### config.mk
export PLATFORM = sky130hd
export DESIGN_NAME = dcsp_ctrl
export DESIGN_NICKNAME = d
export VERILOG_FILES = /design/src/rtl/dcsp_pkg.sv /design/src/rtl/dcsp_ctrl.sv
export SDC_FILE = /design/constraint.sdc
export NUM_CORES = 1
export LEC_CHECK = 0
export ABC_AREA = 0
export BUFFER_PORTS_ARGS = -buffer_cell sky130_fd_sc_hd__buf_2
export CAP_MARGIN = 30
export CELL_PAD_IN_SITES_DETAIL_PLACEMENT = 0
export CELL_PAD_IN_SITES_GLOBAL_PLACEMENT = 1
export CORE_MARGIN = 2
export CORE_UTILIZATION = 36
export CTS_BUF_LIST = sky130_fd_sc_hd__clkbuf_8 sky130_fd_sc_hd__clkbuf_16
export CTS_CLUSTER_DIAMETER = 40
export DETAILED_ROUTE_END_ITERATION = 10
export GPL_TIMING_DRIVEN = 0
export PLACE_DENSITY = 0.71
export REMOVE_ABC_BUFFERS = 1
export SYNTH_ARGS = -nofsm -noshare
export SYNTH_HDL_FRONTEND = slang
export SYNTH_SLANG_ARGS = --single-unit
### constraint.sdc
create_clock -name i_clk -period 1.19 [get_ports i_clk]
set_input_delay 0.119 -clock i_clk [delete_from_list [all_inputs] [get_ports i_clk]]
set_output_delay 0.119 -clock i_clk [all_outputs]
set_load 0.01 [all_outputs]
### src/rtl/dcsp_pkg.sv
package dcsp_pkg;

    localparam int unsigned W     = 30;
    localparam int unsigned EXP_W = 60;

    // Moduli and their Barrett factors floor(2^60 / modulus).
    localparam logic [W-1:0] MOD_P       = 30'd1000000007;
    localparam logic [W-1:0] MOD_PHI     = 30'd1000000006;
    localparam logic [W-1:0] MOD_P_M2    = 30'd1000000005;
    localparam logic [W-1:0] MOD_P_M1    = 30'd1000000006;
    localparam logic [30:0]  BARRETT_P   = 31'd1152921496;
    localparam logic [30:0]  BARRETT_PHI = 31'd1152921497;

    // Datapath operations issued by the controller.
    typedef enum logic [3:0] {
        OP_NONE,
        OP_MUL_COUNT,
        OP_MUL_RES,
        OP_MUL_SQR,
        OP_MUL_SFAC,
        OP_MUL_SUM,
        OP_MUL_PROD,
        OP_MUL_PHI,
        OP_POW_PA1,
        OP_POW_DINV,
        OP_POW_TERM,
        OP_POW_CPHI,
        OP_POW_PROD,
        OP_FINISH
    } t_op;

    typedef struct packed {
        logic load;
        t_op  op;
    } t_cmd;

    typedef struct packed {
        logic mul_done;
        logic exp_zero;
        logic exp_lsb;
        logic d_zero;
        logic last;
        logic out_busy;
    } t_stat;

endpackage

### src/rtl/dcsp_ctrl.sv
// Sequencer: steps the datapath through the per pair updates.
module dcsp_ctrl (
    input  logic            i_clk,
    input  logic            i_rst_n,
    input  logic            i_in_valid,
    output logic            o_in_ready,
    input  dcsp_pkg::t_stat i_stat,
    output dcsp_pkg::t_cmd  o_cmd
);

    typedef enum logic [3:0] {
        S_IDLE, S_CNT, S_SUM0, S_SUM1, S_SUM2, S_SUMM, S_PR0, S_PR1,
        S_PR2, S_PR3, S_PHI, S_END, S_POW, S_SQR, S_WAIT
    } t_state;

    t_state r_state, n_state;
    t_state r_ret, n_ret;
    t_state r_pret, n_pret;

    // Next state and command decode.
    always_comb begin
        n_state   = r_state;
        n_ret     = r_ret;
        n_pret    = r_pret;
        o_cmd.load = 1'b0;
        o_cmd.op  = dcsp_pkg::OP_NONE;
        case (r_state)
            S_IDLE: begin
                if (i_in_valid) begin
                    o_cmd.load = 1'b1;
                    n_state    = S_CNT;
                end
            end
            S_CNT: begin
                o_cmd.op = dcsp_pkg::OP_MUL_COUNT;
                n_ret    = S_SUM0;
                n_state  = S_WAIT;
            end
            S_WAIT: begin
                if (i_stat.mul_done) begin
                    n_state = r_ret;
                end
            end
            S_SUM0: begin
                if (i_stat.d_zero) begin
                    n_state = S_SUMM;
                end else begin
                    o_cmd.op = dcsp_pkg::OP_POW_PA1;
                    n_pret   = S_SUM1;
                    n_state  = S_POW;
                end
            end
            S_POW: begin
                if (i_stat.exp_zero) begin
                    n_state = r_pret;
                end else if (i_stat.exp_lsb) begin
                    o_cmd.op = dcsp_pkg::OP_MUL_RES;
                    n_ret    = S_SQR;
                    n_state  = S_WAIT;
                end else begin
                    n_state = S_SQR;
                end
            end
            S_SQR: begin
                o_cmd.op = dcsp_pkg::OP_MUL_SQR;
                n_ret    = S_POW;
                n_state  = S_WAIT;
            end
            S_SUM1: begin
                o_cmd.op = dcsp_pkg::OP_POW_DINV;
                n_pret   = S_SUM2;
                n_state  = S_POW;
            end
            S_SUM2: begin
                o_cmd.op = dcsp_pkg::OP_MUL_SFAC;
                n_ret    = S_SUMM;
                n_state  = S_WAIT;
            end
            S_SUMM: begin
                o_cmd.op = dcsp_pkg::OP_MUL_SUM;
                n_ret    = S_PR0;
                n_state  = S_WAIT;
            end
            S_PR0: begin
                o_cmd.op = dcsp_pkg::OP_POW_TERM;
                n_pret   = S_PR1;
                n_state  = S_POW;
            end
            S_PR1: begin
                o_cmd.op = dcsp_pkg::OP_POW_CPHI;
                n_pret   = S_PR2;
                n_state  = S_POW;
            end
            S_PR2: begin
                o_cmd.op = dcsp_pkg::OP_POW_PROD;
                n_pret   = S_PR3;
                n_state  = S_POW;
            end
            S_PR3: begin
                o_cmd.op = dcsp_pkg::OP_MUL_PROD;
                n_ret    = S_PHI;
                n_state  = S_WAIT;
            end
            S_PHI: begin
                o_cmd.op = dcsp_pkg::OP_MUL_PHI;
                n_ret    = S_END;
                n_state  = S_WAIT;
            end
            S_END: begin
                if (!i_stat.last) begin
                    n_state = S_IDLE;
                end else if (!i_stat.out_busy) begin
                    o_cmd.op = dcsp_pkg::OP_FINISH;
                    n_state  = S_IDLE;
                end
            end
            default: begin
                n_state = S_IDLE;
            end
        endcase
    end

    // State and return registers.
    always_ff @(posedge i_clk) begin
        if (!i_rst_n) begin
            r_state <= S_IDLE;
            r_ret   <= S_IDLE;
            r_pret  <= S_IDLE;
        end else begin
            r_state <= n_state;
            r_ret   <= n_ret;
            r_pret  <= n_pret;
        end
    end

    assign o_in_ready = (r_state == S_IDLE);

endmodule

Word-level counts from Yosys, hierarchy flattened. Index checks and enable logic that the tools add are counted.

Register bits: 12. Latch bits: 0. Memory bits (writable): 0. Bits in read-only memories: 0. Input bits: 9. Output and inout port bits: 6. Word-level logic and storage cells: 52. Memories: 0.

Add/sub/neg operators: 0. Multiply operators: 0. Div/mod/pow operators: 0. Order comparisons: 0. Equality and inequality tests: 20. Shifts and indexed selects: 0. Muxes and demuxes: 21. Bitwise operators: 0. Reduce and logical (&&, ||, !) cells: 8.

Operator list (number): $pmux W4 S7 (2); $pmux W4 S13 (1); $mux W4 (12); $eq A4 B4 Y1 const B (7); $pmux W4 S5 (1); $eq A4 B3 Y1 const B (4); $ne A2 B2 Y1 const B (5); $eq A4 B2 Y1 const B (2); $reduce_bool A7 Y1 (1); $mux W2 (3); $reduce_and A3 Y1 (2); $reduce_or A6 Y1 (1); $reduce_bool A5 Y1 (1); $eq A4 B1 Y1 const B (1); $logic_not A4 Y1 (1); $reduce_or A4 Y1 (1); $ne A3 B3 Y1 const B (1); $mux W1 (2); $reduce_and A2 Y1 (1).

Depth between registers and ports, before layout.
Word-level depth: 3. Depth in mapped cells: 5. Depth with buffers taken out: 4.

Worst setup path before layout. Ideal clock, no wire load.

Kind: reg-to-output. From: register r_state[2]. To: output o_cmd[3] in the netlist's numbering. Arrival: 1.123 ns. Required time: 1.071 ns. Setup slack: -0.052 ns. Cell stages (with the launch flop): 5. Cell sequence: dfxtp_1 -> buf_6 -> or3b_4 -> a22oi_2 -> o21ai_1.

RTL lines: start: declaration (RTL line dcsp_ctrl.sv:16) `t_state r_state, n_state;`; start signal: assignment (RTL line dcsp_ctrl.sv:130) `r_state <= n_state;`; end: declaration (RTL line dcsp_ctrl.sv:8) `output dcsp_pkg::t_cmd o_cmd`.

==> results by group <==
Yosys
  – Synth Flop Type: dfxtp_1
  – Register bit total from synthesis: 12
  – Unique masters post-synth: 44
  – Syn Std Cell Area: 923.4 um2
  – Post-synth ARST share: 0%
  – EDFF count, synth: 0
  – Cell count after synthesis: 124
  – Sequential share of the synthesized area: 26.02%
  – Mean post-synth cell area: 7.447 um2
  – Number of synthesis warnings: 0

Clock network
  – Worst-skew pair later-pin latency: 240 ps
  – Clock Tree Buf Depth: 2
  – CTS tree: yes
  – Clk pin slew, worst setup/hold paths: 60 ps
  – H-Tree Depth: 1
  – Root Buffer: clkbuf_8
  – CTS sink cnt: 12
  – CTS Buf Count: 3

STA
  – Slew headroom: 76.14%
  – Clock skew: 2.086 ps
  – Final Hold Viols: 0
  – Worst slew pin tran: 357.6 ps
  – Setup WS post-layout: -337.1 ps
  – Max Slew Vio Count: 0
  – Unrepaired setup endpoints after global routing: yes
  – Final setup viols: 17
  – Worst hold slack: 147.4 ps
  – Min cycle time layout: 1527 ps
  – Max Clk Rate: 654.8 MHz
  – Period Utilization, post-route: 128.3%

Finish
  – FILL cells: 211
  – Antenna diodes: 0
  – Multi-input logic area: 802.0 um2
  – Area delta synth->final: 61.92%
  – Register area: 255.2 um2
  – Layout cell share with drive strength beyond 1: 55.63%
  – Final net count: 171

Global route
  – First-pass GRT wire length: 5.050 mm
  – M1 GR Usage: 30.35%
  – Busiest grt layer: met2
  – Initial antenna violation count: 0
  – Global route overflow: 0
  – Number of global-route vias before repair: 1030
  – M2 GR Usage: 40.28%
  – Total global-route track usage: 24.08%
  – Largest net degree at the start of global routing: 14
  – Met3 Use GR: 2.186%

Place
  – Routability cong.: 0.7607
  – Hpwl dp: 1.596 mm
  – Buffers on Ports: 14
  – Minimum setup slack after placement: -809.3 ps

Detailed routing
  – Starting DRT DRC Count: 28
  – DR WL/cell: 17.21 um
  – 1st-pass router iterations: 4
  – Via/cell ratio: 5.947
  – DRC Markers: 0
  – Drt total wl: 3.269 mm
  – Detailed-route via count: 1130
  – Post-route ant nets: 0

Hold path
  – Hold path endpoint: r_state[0]
  – Hold Path Class: input pin to flop
  – Hold Path Origin: i_stat[0]
  – Min-Delay Path Depth: 3

Run
  – Max_cap viols: 0

Setup path
  – WS Path Type: flop to output port
  – Critical Path Start Type: flop
  – Worst R2R End: r_state[2]
  – Internal reg-to-reg setup slack: -210 ps
  – Worst reg2reg path startpoint: r_state[2]
  – Arrival @ worst endpoint: 1410 ps
  – Worst Path Required: 1070 ps
  – Worst reg2reg path depth: 5
  – Crit path capture type: output port
  – Worst-path maximum fanout: 4

Power and ir drop
  – Total power: 4.118 mW
  – Leakage power: 0.5893 nW
  – Worst-case vdd ir drop: 1.648 mV
  – Pwr Density: 2754 nW/um2

Floorplan
  – Initial Util: 37.61%
  – Die Wd: 54.65 um
  – # IOs: 15
  – FP Rows: 18
  – Floorplan core area: 2455 um2
  – Die Y: 54.65 um
  – Full die area: 2986 um2

Outcome
  – Failing checks: setup timing
  – Status: finished, violations left
## cell usage in the layout, fill, tap and decap left out, types with 4 or more instances in the layout
cell,n
a21oi_1,7
buf_6,12
nor3_2,4
buf_2,14
buf_4,16
a21oi_2,4
a31oi_1,4
nor2b_4,4
dfxtp_1,8
nand2_1,10
inv_1,5
dfxtp_4,4
## report_power, final
part / leakage, nW / internal (mW) / switching [mW]
Combinational: 0.467 / 1.51 / 1.46
Sequential: 0.101 / 0.582 / 0.183
Clock: 0.0216 / 0.224 / 0.156
Total: 0.589 / 2.32 / 1.80
## sequential cells by signal, summed over array words and instances (netlist names)
| signal | cells |
|---|---|
| r_pret | 4 |
| r_ret | 4 |
| r_state | 4 |
## cell usage after synthesis (all sizes together), types with 2 or more instances
| master | count | area share [%] |
|---|---|---|
| nor2b | 7 | 4.7 |
| nand3 | 3 | 1.6 |
| a21o | 2 | 1.6 |
| nand2b | 4 | 2.7 |
| or3b | 2 | 2.2 |
| nand2 | 12 | 4.9 |
| a21boi | 2 | 1.6 |
| buf | 10 | 6.6 |
| nand4 | 2 | 1.4 |
| o21ai | 7 | 4.2 |
| inv | 5 | 2.0 |
| a31oi | 6 | 4.1 |
| a21oi | 12 | 6.9 |
| o21bai | 2 | 2.0 |
| nor3 | 6 | 3.8 |
| dfxtp | 12 | 26 |
| nor2 | 5 | 2.0 |
| a211oi | 2 | 1.6 |
| mux2i | 2 | 2.2 |
| or3 | 2 | 1.4 |
| o2111ai | 2 | 1.9 |
| o31ai | 2 | 1.6 |
| nand3b | 3 | 2.4 |
## through the flow
step | instance area (um2) | setup TNS, ps | utilization, % | std cells
floorplan | 862.1 | -3948 | - | 114
CTS | 1379 | -1956 | 56.17 | 188
global placement | 969.7 | -10230 | 39.50 | 158
finish | 1495 | -2372 | 60.91 | 190
detailed placement | 969.7 | -10550 | 39.50 | 158
global route | 1495 | -3249 | 60.91 | 190
## area by class of cell
| type | count | share of cell area [%] |
|---|---|---|
| clock buffer | 3 | 2.762 |
| inverter | 5 | 1.255 |
| multi-input combinational | 97 | 53.64 |
| sequential | 12 | 17.07 |
| tap | 30 | 2.510 |
| timing repair buffer | 43 | 22.76 |
## critical path: stages (launching register included)
cell and delay (ps):
dfxtp_4 350, or3b_4 400, a22oi_2 170, o21ai_1 90
buf_2 140
## worst max-delay path by stage
stage               start       end  slack (ps)  cells after the start
3_3_place_gp   r_state[3]  o_cmd[3]        -780                      5
2_1_floorplan  r_state[3]  o_cmd[3]        -390                      4
6_report       r_state[0]  o_cmd[3]        -340                      4
5_1_grt        r_state[3]  o_cmd[3]        -400                      5
4_1_cts        r_state[0]  o_cmd[3]        -340                      4
3_5_place_dp   r_state[3]  o_cmd[3]        -810                      5
## metal layers
| metal | wire (um) | share of wire (%) |
|---|---|---|
| met2 | 1559 | 48 |
| met3 | 234 | 7.2 |
| met4 | 102 | 3.1 |
| met1 | 1373 | 42 |
| met5 | 0 | 0 |
## cells by family (layout without fill, tap and decap cells)
| group | Yosys count | after routing | share of synthesized area, % |
|---|---|---|---|
| AO/OA/AOI/OAI | 43 | 43 | 31.57 |
| flip-flops | 12 | 12 | 26.02 |
| AND/OR/NAND/NOR | 52 | 52 | 31.57 |
| multiplexers | 2 | 2 | 2.168 |
| buffers and inverters | 15 | 51 | 8.671 |
## repair_timing
action,4_1_cts,5_1_grt
hold buffers,0,0
resized for setup,47,25
setup buffers,27,4
endpoints found under the setup margin,18,17
hold endpoints to repair,0,0
pin swaps,23,13
Power figures use the tool's default switching activity.
